===== src/rtl/raw_bayer_byte_unpacker_assert.svh =====
// assertion helpers for the raw bayer byte unpacker
`ifndef RAW_BAYER_BYTE_UNPACKER_ASSERT_SVH
`define RAW_BAYER_BYTE_UNPACKER_ASSERT_SVH

// same-cycle implication, clocked on aclk, off while in reset
`define RBU_ASSERT_IMPL(lbl, ante, cons) \
    lbl: assert property (@(posedge aclk) disable iff (!aresetn) (ante) |-> (cons)) \
        else $error("rbu: implication check failed");

// next-cycle implication
`define RBU_ASSERT_NEXT(lbl, ante, cons) \
    lbl: assert property (@(posedge aclk) disable iff (!aresetn) (ante) |=> (cons)) \
        else $error("rbu: next-cycle check failed");

`endif


===== src/rtl/rbu_pkg.sv =====
package rbu_pkg;

    localparam int MAX_ROW_PIXELS = 8192;
    localparam int COL_W          = 14;
    localparam int PIX_W          = 16;
    localparam int GRP_PIX        = 4;
    localparam int FIFO_DEPTH     = 4;
    localparam int FIFO_AW        = $clog2(FIFO_DEPTH);

    // pixel format codes
    localparam logic [1:0] FMT_RAW10 = 2'd0;
    localparam logic [1:0] FMT_RAW12 = 2'd1;
    localparam logic [1:0] FMT_RAW16 = 2'd2;

    // register indexes on the configuration port
    localparam logic [2:0] REG_PIXEL_FORMAT  = 3'd0;
    localparam logic [2:0] REG_LITTLE_ENDIAN = 3'd1;
    localparam logic [2:0] REG_MSB_ALIGNED   = 3'd2;
    localparam logic [2:0] REG_VALID_BITS    = 3'd3;
    localparam logic [2:0] REG_ROW_PIXELS    = 3'd4;

    typedef struct packed {
        logic [1:0]       pixel_format;
        logic             little_endian;
        logic             msb_aligned;
        logic [4:0]       valid_bits;
        logic [COL_W-1:0] row_pixels;
    } rbu_cfg_t;

    // one completed group with the pixels that survive the row limit
    typedef struct packed {
        logic [GRP_PIX-1:0][PIX_W-1:0] px;
        logic [GRP_PIX-1:0]            row_end;
        logic [1:0]                    last_idx;
    } rbu_grp_t;

    typedef struct packed {
        logic full;
        logic empty;
    } rbu_fifo_st_t;

endpackage


===== src/rtl/rbu_front.sv =====
module rbu_front
    import rbu_pkg::*;
(
    input  logic         aclk,
    input  logic         aresetn,
    input  rbu_cfg_t     cfg,
    input  logic         s_tvalid,
    output logic         s_tready,
    input  logic [7:0]   s_tdata,
    input  logic         s_tuser,
    input  rbu_fifo_st_t fifo_st,
    output logic         push,
    output rbu_grp_t     push_data
);

    localparam logic [COL_W-1:0] ROW_LIMIT = COL_W'(MAX_ROW_PIXELS);

    logic [7:0]       group_bytes_reg [GRP_PIX];
    logic [2:0]       phase_reg, phase_next;
    logic [COL_W-1:0] col_reg, col_next;

    logic             accept;
    logic [2:0]       phase_eff;
    logic [COL_W-1:0] col_eff;
    logic [COL_W-1:0] limit;
    logic [COL_W-1:0] avail;
    logic [2:0]       glen_m1;
    logic [2:0]       count;
    logic [2:0]       keep_n;
    logic             complete;
    logic             fmt_valid;
    logic [PIX_W-1:0] raw16_v;
    logic [PIX_W-1:0] raw16_px;
    logic [PIX_W-1:0] mask16;

    assign s_tready = !fifo_st.full;
    assign accept   = s_tvalid && s_tready;

    assign phase_eff = s_tuser ? 3'd0 : phase_reg;
    assign col_eff   = s_tuser ? '0 : col_reg;
    assign limit     = (cfg.row_pixels >= ROW_LIMIT) ? ROW_LIMIT : cfg.row_pixels;
    assign avail     = (col_eff < limit) ? (limit - col_eff) : '0;

    always_comb begin
        fmt_valid = 1'b1;
        unique case (cfg.pixel_format)
            FMT_RAW10: begin glen_m1 = 3'd4; count = 3'd4; end
            FMT_RAW12: begin glen_m1 = 3'd2; count = 3'd2; end
            FMT_RAW16: begin glen_m1 = 3'd1; count = 3'd1; end
            default: begin glen_m1 = 3'd0; count = 3'd0; fmt_valid = 1'b0; end
        endcase
    end

    assign complete = fmt_valid && (phase_eff >= glen_m1);
    assign keep_n   = (avail < COL_W'(count)) ? avail[2:0] : count;

    // raw16 sample: byte order, then shift or mask down to the valid bits
    assign raw16_v = cfg.little_endian ? {s_tdata, group_bytes_reg[0]}
                                       : {group_bytes_reg[0], s_tdata};
    assign mask16  = PIX_W'((17'd1 << cfg.valid_bits) - 17'd1);

    always_comb begin
        if (cfg.valid_bits == 5'd0) begin
            raw16_px = '0;
        end else if (cfg.valid_bits < 5'd16) begin
            raw16_px = cfg.msb_aligned ? (raw16_v >> (5'd16 - cfg.valid_bits))
                                       : (raw16_v & mask16);
        end else begin
            raw16_px = raw16_v;
        end
    end

    always_comb begin
        push_data = '0;
        for (int i = 0; i < GRP_PIX; i++) begin
            unique case (cfg.pixel_format)
                FMT_RAW10: push_data.px[i] = {6'd0, group_bytes_reg[i], s_tdata[2*i +: 2]};
                FMT_RAW12: push_data.px[i] = (i < 2)
                    ? {4'd0, group_bytes_reg[i], s_tdata[(4*i) % 8 +: 4]} : '0;
                default:   push_data.px[i] = (i == 0) ? raw16_px : '0;
            endcase
            push_data.row_end[i] = ({1'b0, col_eff} + (COL_W+1)'(i + 1)) == {1'b0, limit};
        end
        push_data.last_idx = 2'(keep_n - 3'd1);
    end

    assign push = accept && complete && (keep_n != 3'd0);

    always_comb begin
        phase_next = phase_reg;
        col_next   = col_reg;
        if (accept) begin
            col_next = col_eff;
            if (!fmt_valid) begin
                phase_next = 3'd0;
            end else if (!complete) begin
                phase_next = phase_eff + 3'd1;
            end else begin
                phase_next = 3'd0;
                // column saturates at the limit once the row is full
                col_next = (col_eff >= limit) ? limit : (col_eff + COL_W'(keep_n));
            end
        end
    end

    always_ff @(posedge aclk) begin
        if (!aresetn) begin
            phase_reg <= 3'd0;
            col_reg   <= '0;
        end else begin
            phase_reg <= phase_next;
            col_reg   <= col_next;
        end
    end

    always_ff @(posedge aclk) begin
        if (accept && fmt_valid && !complete) begin
            group_bytes_reg[phase_eff[1:0]] <= s_tdata;
        end
    end

endmodule


===== src/rtl/rbu_fifo.sv =====
module rbu_fifo
    import rbu_pkg::*;
(
    input  logic         aclk,
    input  logic         aresetn,
    input  logic         push,
    input  rbu_grp_t     push_data,
    input  logic         pop,
    output rbu_grp_t     pop_data,
    output rbu_fifo_st_t st
);

    rbu_grp_t             mem_reg [FIFO_DEPTH];
    logic [FIFO_AW-1:0]   wr_ptr_reg, wr_ptr_next;
    logic [FIFO_AW-1:0]   rd_ptr_reg, rd_ptr_next;
    logic [FIFO_AW:0]     count_reg, count_next;

    assign st.full   = (count_reg == (FIFO_AW+1)'(FIFO_DEPTH));
    assign st.empty  = (count_reg == '0);
    assign pop_data  = mem_reg[rd_ptr_reg];

    always_comb begin
        wr_ptr_next = wr_ptr_reg;
        rd_ptr_next = rd_ptr_reg;
        count_next  = count_reg;
        if (push) begin
            wr_ptr_next = wr_ptr_reg + 1'b1;
        end
        if (pop) begin
            rd_ptr_next = rd_ptr_reg + 1'b1;
        end
        if (push && !pop) begin
            count_next = count_reg + 1'b1;
        end else if (pop && !push) begin
            count_next = count_reg - 1'b1;
        end
    end

    always_ff @(posedge aclk) begin
        if (!aresetn) begin
            wr_ptr_reg <= '0;
            rd_ptr_reg <= '0;
            count_reg  <= '0;
        end else begin
            wr_ptr_reg <= wr_ptr_next;
            rd_ptr_reg <= rd_ptr_next;
            count_reg  <= count_next;
        end
    end

    always_ff @(posedge aclk) begin
        if (push) begin
            mem_reg[wr_ptr_reg] <= push_data;
        end
    end

endmodule


===== src/rtl/rbu_back.sv =====
module rbu_back
    import rbu_pkg::*;
(
    input  logic             aclk,
    input  logic             aresetn,
    input  rbu_grp_t         grp,
    input  rbu_fifo_st_t     fifo_st,
    output logic             pop,
    output logic             m_tvalid,
    input  logic             m_tready,
    output logic [PIX_W-1:0] m_tdata,
    output logic             m_tlast,
    output logic             m_tuser
);

    rbu_grp_t   cur_reg, cur_next;
    logic [1:0] idx_reg, idx_next;
    logic       valid_reg, valid_next;
    logic       xfer;
    logic       done;

    assign m_tvalid = valid_reg;
    assign m_tdata  = cur_reg.px[idx_reg];
    assign m_tlast  = (idx_reg == cur_reg.last_idx);
    assign m_tuser  = cur_reg.row_end[idx_reg];

    assign xfer = valid_reg && m_tready;
    assign done = xfer && m_tlast;
    // refill straight after the last pixel so groups leave without a gap
    assign pop  = !fifo_st.empty && (!valid_reg || done);

    always_comb begin
        cur_next   = cur_reg;
        idx_next   = idx_reg;
        valid_next = valid_reg;
        if (pop) begin
            cur_next   = grp;
            idx_next   = 2'd0;
            valid_next = 1'b1;
        end else if (done) begin
            valid_next = 1'b0;
        end else if (xfer) begin
            idx_next = idx_reg + 2'd1;
        end
    end

    always_ff @(posedge aclk) begin
        if (!aresetn) begin
            valid_reg <= 1'b0;
            idx_reg   <= 2'd0;
        end else begin
            valid_reg <= valid_next;
            idx_reg   <= idx_next;
        end
    end

    always_ff @(posedge aclk) begin
        cur_reg <= cur_next;
    end

endmodule


===== src/rtl/raw_bayer_byte_unpacker.sv =====
// channel   dir  handshake            payload
// s_        in   s_tvalid / s_tready  tdata = data_byte, tuser = row_start
// m_        out  m_tvalid / m_tready  tdata = pixel_value, tlast = last_of_run,
//                                     tuser = row_end
// apb       in   psel / penable       pixel_format, little_endian, msb_aligned,
//                                     valid_bits, row_pixels at 0x00..0x10
//
// one byte taken per clock while the group queue is not full; a group enters the queue on the byte that closes it
// pixels leave at one per clock from the back while m_tready is high, so the 4-entry group queue sets
// how long the output may stall before s_tready drops
// first pixel of a group is shown once the queue holds the group and the back has loaded it into cur_reg
// synchronous active-low reset, no clearing pass
module raw_bayer_byte_unpacker
    import rbu_pkg::*;
(
    input  logic        aclk,
    input  logic        aresetn,
    input  logic        s_tvalid,
    output logic        s_tready,
    input  logic [7:0]  s_tdata,   // [7:0] data_byte
    input  logic        s_tuser,   // [0] row_start
    output logic        m_tvalid,
    input  logic        m_tready,
    output logic [15:0] m_tdata,   // [15:0] pixel_value
    output logic        m_tlast,
    output logic        m_tuser,   // [0] row_end
    input  logic        psel,
    input  logic        penable,
    input  logic        pwrite,
    input  logic [4:0]  paddr,
    input  logic [31:0] pwdata,
    output logic [31:0] prdata,
    output logic        pready
);

`include "raw_bayer_byte_unpacker_assert.svh"

    rbu_cfg_t     cfg_reg;
    logic         cfg_wr;
    logic [2:0]   reg_idx;
    logic         push;
    logic         pop;
    rbu_grp_t     push_data;
    rbu_grp_t     pop_data;
    rbu_fifo_st_t fifo_st;

    assign pready  = 1'b1;
    assign cfg_wr  = psel && penable && pwrite && pready;
    assign reg_idx = paddr[4:2];

    always_ff @(posedge aclk) begin
        if (!aresetn) begin
            cfg_reg.pixel_format  <= FMT_RAW10;
            cfg_reg.little_endian <= 1'b1;
            cfg_reg.msb_aligned   <= 1'b0;
            cfg_reg.valid_bits    <= 5'd16;
            cfg_reg.row_pixels    <= COL_W'(1920);
        end else if (cfg_wr) begin
            unique case (reg_idx)
                REG_PIXEL_FORMAT:  cfg_reg.pixel_format  <= pwdata[1:0];
                REG_LITTLE_ENDIAN: cfg_reg.little_endian <= pwdata[0];
                REG_MSB_ALIGNED:   cfg_reg.msb_aligned   <= pwdata[0];
                REG_VALID_BITS:    cfg_reg.valid_bits    <= pwdata[4:0];
                REG_ROW_PIXELS:    cfg_reg.row_pixels    <= pwdata[COL_W-1:0];
                default: ;
            endcase
        end
    end

    always_comb begin
        unique case (reg_idx)
            REG_PIXEL_FORMAT:  prdata = {30'd0, cfg_reg.pixel_format};
            REG_LITTLE_ENDIAN: prdata = {31'd0, cfg_reg.little_endian};
            REG_MSB_ALIGNED:   prdata = {31'd0, cfg_reg.msb_aligned};
            REG_VALID_BITS:    prdata = {27'd0, cfg_reg.valid_bits};
            REG_ROW_PIXELS:    prdata = {(32-COL_W)'(0), cfg_reg.row_pixels};
            default:           prdata = '0;
        endcase
    end

    rbu_front u_front (
        .aclk      (aclk),
        .aresetn   (aresetn),
        .cfg       (cfg_reg),
        .s_tvalid  (s_tvalid),
        .s_tready  (s_tready),
        .s_tdata   (s_tdata),
        .s_tuser   (s_tuser),
        .fifo_st   (fifo_st),
        .push      (push),
        .push_data (push_data)
    );

    rbu_fifo u_fifo (
        .aclk      (aclk),
        .aresetn   (aresetn),
        .push      (push),
        .push_data (push_data),
        .pop       (pop),
        .pop_data  (pop_data),
        .st        (fifo_st)
    );

    rbu_back u_back (
        .aclk     (aclk),
        .aresetn  (aresetn),
        .grp      (pop_data),
        .fifo_st  (fifo_st),
        .pop      (pop),
        .m_tvalid (m_tvalid),
        .m_tready (m_tready),
        .m_tdata  (m_tdata),
        .m_tlast  (m_tlast),
        .m_tuser  (m_tuser)
    );

    `RBU_ASSERT_IMPL(a_no_push_full, push, !fifo_st.full)
    `RBU_ASSERT_IMPL(a_no_pop_empty, pop, !fifo_st.empty)
    `RBU_ASSERT_NEXT(a_full_holds, fifo_st.full && !pop, fifo_st.full)

endmodule


===== config.mk =====
export PLATFORM = sky130hd
export DESIGN_NAME = raw_bayer_byte_unpacker
export DESIGN_NICKNAME = d
export VERILOG_FILES = /design/src/rtl/rbu_pkg.sv /design/src/rtl/rbu_front.sv /design/src/rtl/rbu_fifo.sv /design/src/rtl/rbu_back.sv /design/src/rtl/raw_bayer_byte_unpacker.sv
export VERILOG_INCLUDE_DIRS = /design/src /design/src/rtl
export SDC_FILE = /design/constraint.sdc
export NUM_CORES = 1
export LEC_CHECK = 0
export ABC_CLOCK_PERIOD_IN_PS = 9200
export BUFFER_PORTS_ARGS = -buffer_cell sky130_fd_sc_hd__buf_4
export CORE_UTILIZATION = 60
export DETAILED_ROUTE_END_ITERATION = 10
export HOLD_SLACK_MARGIN = 0.12
export PLACE_DENSITY_LB_ADDON = 0.15
export SKIP_LAST_GASP = 1
export SYNTH_ARGS = -nofsm -noshare
export SYNTH_HDL_FRONTEND = slang
export SYNTH_HIERARCHICAL = 1
export SYNTH_SLANG_ARGS = --single-unit

===== constraint.sdc =====
create_clock -name aclk -period 9.2 [get_ports aclk]
set_clock_uncertainty 0.1 [all_clocks]
set_input_delay 0 -clock aclk [delete_from_list [all_inputs] [get_ports aclk]]
set_output_delay 0 -clock aclk [all_outputs]
set_load 0.005 [all_outputs]

==> reports/results.tsv <==
metric	value	unit
synthMuxAreaShare	13.5	%
ys_seq_area_share	58.4	%
fmax	0.119	GHz
clock_path_buffers	3	
synth_top_area_share	53.5	%
setup_viol	0	
reg2regPathDepth	30	
slowest_delay	0.94	ns
start_kind	flop	
fin_crit_sh	91.0	%
slowest_stage	dfxtp_1	
critPathKind	flop to flop	
drt_iter0_drc	1172	
pre_cts_ws	0.936	ns
die_width	191	um
grt_pass1_vias	13421	
synthCells	1578	
cts_max_level	2	
grt_max_degree	74	
ant_nets	0	
cap_violations	0	
stdcell_count	2178	
status	completed	
p_per_area	211	mW/mm^2
synth_top_family_by_area	multiplexers	
yosys_warnings	6	
synth_xor_area_share	2.54	%
final_nets	1788	
p_switching	1.28	mW
numCtsBuffers	44	
largest_register_ffs	280	
grtUsageTotal	26.8	%
min_path_cells	2	
ioPinCount	106	
rows	68	
synthToLayoutAreaGrowth	12.4	%
p_seq_share	49.6	%
required	9.58	ns
synth_commonest_cells	382 x edfxtp_1, 109 x nand2_1, 98 x nor2_1	
hold_viol	0	
placed_cells	2038	
ctsHoldBuffers	62	
comb_power_share	17.1	%
drive_above_1_share	16.5	%
hold_end	u_front/group_bytes_reg[1][1]	
p_clk_share	33.2	%
synth_compound_area_share	8.03	%
insertion_delay	0.55	ns
drc	0	
synthTopCellsByArea	edfxtp_1 54%, mux4_2 9.4%, dfxtp_1 4.9%	
netlist_area	0.0214	mm^2
crit_arrival	8.75	ns
min_from	s_tdata[1]	
cts-root-buf	clkbuf_16	
path_max_fanout	27	
vias_per_cell	6.13	
fin_ws	0.830	ns
core	0.0348	mm^2
synth-simple-area-share	10.3	%
synth_edf_count	382	
post_cts_buffers	0	
min_period	8.37	ns
postSynthAreaPerCell	13.6	um^2
dr.pass1.iters	5	
whs	0.145	ns
switching_share	25.1	%
cpMostUsedCell	ha_1	
synth.largest_area_cell	edfxtp_1	
tightest_slew	1.19	ns
synth_top_flop_cell	edfxtp_1	
rsz0062_at_grt	no	
internal-power	3.81	mW
fin_total_pwr	5.09	mW
num_vias	13341	
die_y	191	um
r2r_start	cfg_reg[13]	
hold_path.class	primary input to flop	
synth_most_common_cell	edfxtp_1	
dp_hpwl	30500	um
r2r-end	u_front/col_reg[12]	
dieArea	0.0365	mm^2
portBuffers	66	
antenna_found_initial	0	
gp_congestion	0.911	
synth_fa_ha_area_share	2.77	%
grt-ovfl-total	0	
grt_first_pass_wirelength	74300	um
cts_tree	built	
async_reset_ff_share	0	%
ir_drop	165	uV
antennaDiodeCount	0	
initial_core_util	61.6	%
clock-sinks	434	
wl	47500	um
slew_viol_final	0	
wire_per_inst	21.8	um
cts.repair.resized	0	
reg2reg_slack	0.83	ns
end_kind	flop	
synth-seq-cells	434	
p_leak	8.24	nW
tns	0	ns
relSlewSlack	20.2	%
synthDistinctLibCells	90	
path_clk_slew	0.06	ns
## power by group through the flow
| stage | Combinational (mW) | Clock [mW] | Sequential [mW] |
|---|---|---|---|
| after floorplan | 0.678 | 0 | 2.52 |
| after global placement | 0.852 | 0 | 2.56 |
| after detailed placement | 0.864 | 0 | 2.57 |
| after CTS | 0.885 | 1.73 | 2.53 |
| after global routing | 0.951 | 1.80 | 2.55 |
| final | 0.873 | 1.69 | 2.53 |
## worst max path at each step
| stage | startpoint | endpoint | cells after the start | slack, ns |
|---|---|---|---|---|
| final | cfg_reg[13] | u_front/col_reg[12] | 30 | 0.83 |
| after global routing | cfg_reg[13] | u_front/col_reg[12] | 30 | 0.19 |
| after detailed placement | cfg_reg[13] | u_front/col_reg[12] | 30 | 0.94 |
| after floorplan | cfg_reg[13] | u_fifo/mem_reg[0][0] | 26 | 1.30 |
| after global placement | cfg_reg[13] | u_front/col_reg[12] | 30 | 1.03 |
| after CTS | cfg_reg[13] | u_front/col_reg[12] | 30 | 0.88 |
## through the flow
step / instance area, um^2 / utilization (%)
5_1_grt: 24100 / 69.2
2_1_floorplan: 21500 / -
3_5_place_dp: 22100 / 63.5
3_3_place_gp: 22100 / 63.5
4_1_cts: 24100 / 69.2
6_report: 24100 / 69.2
## critical path: cells and delay by family (launching register included)
| family | cells | cell delay, ns |
|---|---|---|
| AO/OA/AOI/OAI | 11 | 3.00 |
| AND/OR/NAND/NOR | 11 | 2.47 |
| adder cells (fa/ha/maj) | 4 | 1.29 |
| flip-flops | 1 | 0.94 |
| multiplexers | 1 | 0.22 |
| buffers and inverters | 2 | 0.18 |
| XOR/XNOR | 1 | 0.07 |
## kinds of logic (layout without fill, tap and decap cells)
family                     after synthesis  count (layout)
muxes                                  174             174
buffers and inverters                  166             279
other                                    3              35
and+or+nand+nor                        429             429
AOI/OAI and AO/OA                      266             266
DFF                                    434             434
xor gates and xnor gates                60              60
adders and majority gates               46              46
## final cells by class
cell class,instances,area (um^2)
multi-input combinational,1010,8090
clock inverter,28,245
inverter,47,176
clock buffer,50,1120
fill,2309,10700
tap,455,569
sequential,434,12500
timing repair buffer,154,1360
## cells in the final DEF (no fill, tap or decap), types with 44 or more instances in the layout
master,Yosys,routed
a21oi_1,61,61
mux2i_1,66,66
o21ai_0,73,73
inv_1,46,46
dfxtp_1,52,50
mux4_2,89,89
nand2_1,109,109
clkbuf_16,0,44
xnor2_1,44,44
nor2b_1,49,49
nor2_1,98,97
edfxtp_1,382,382
buf_4,36,88
dlygate4sd3_1,0,62
## layer usage
metal	GRT usage (%)	vias up	part of all wire, %
met5	0	-	0
met4	8.40	0	2.6
met3	4.06	88	6.4
met2	44.1	498	49
met1	36.8	6592	42
li1	-	6163	-
(Power assumes the default switching activity.)
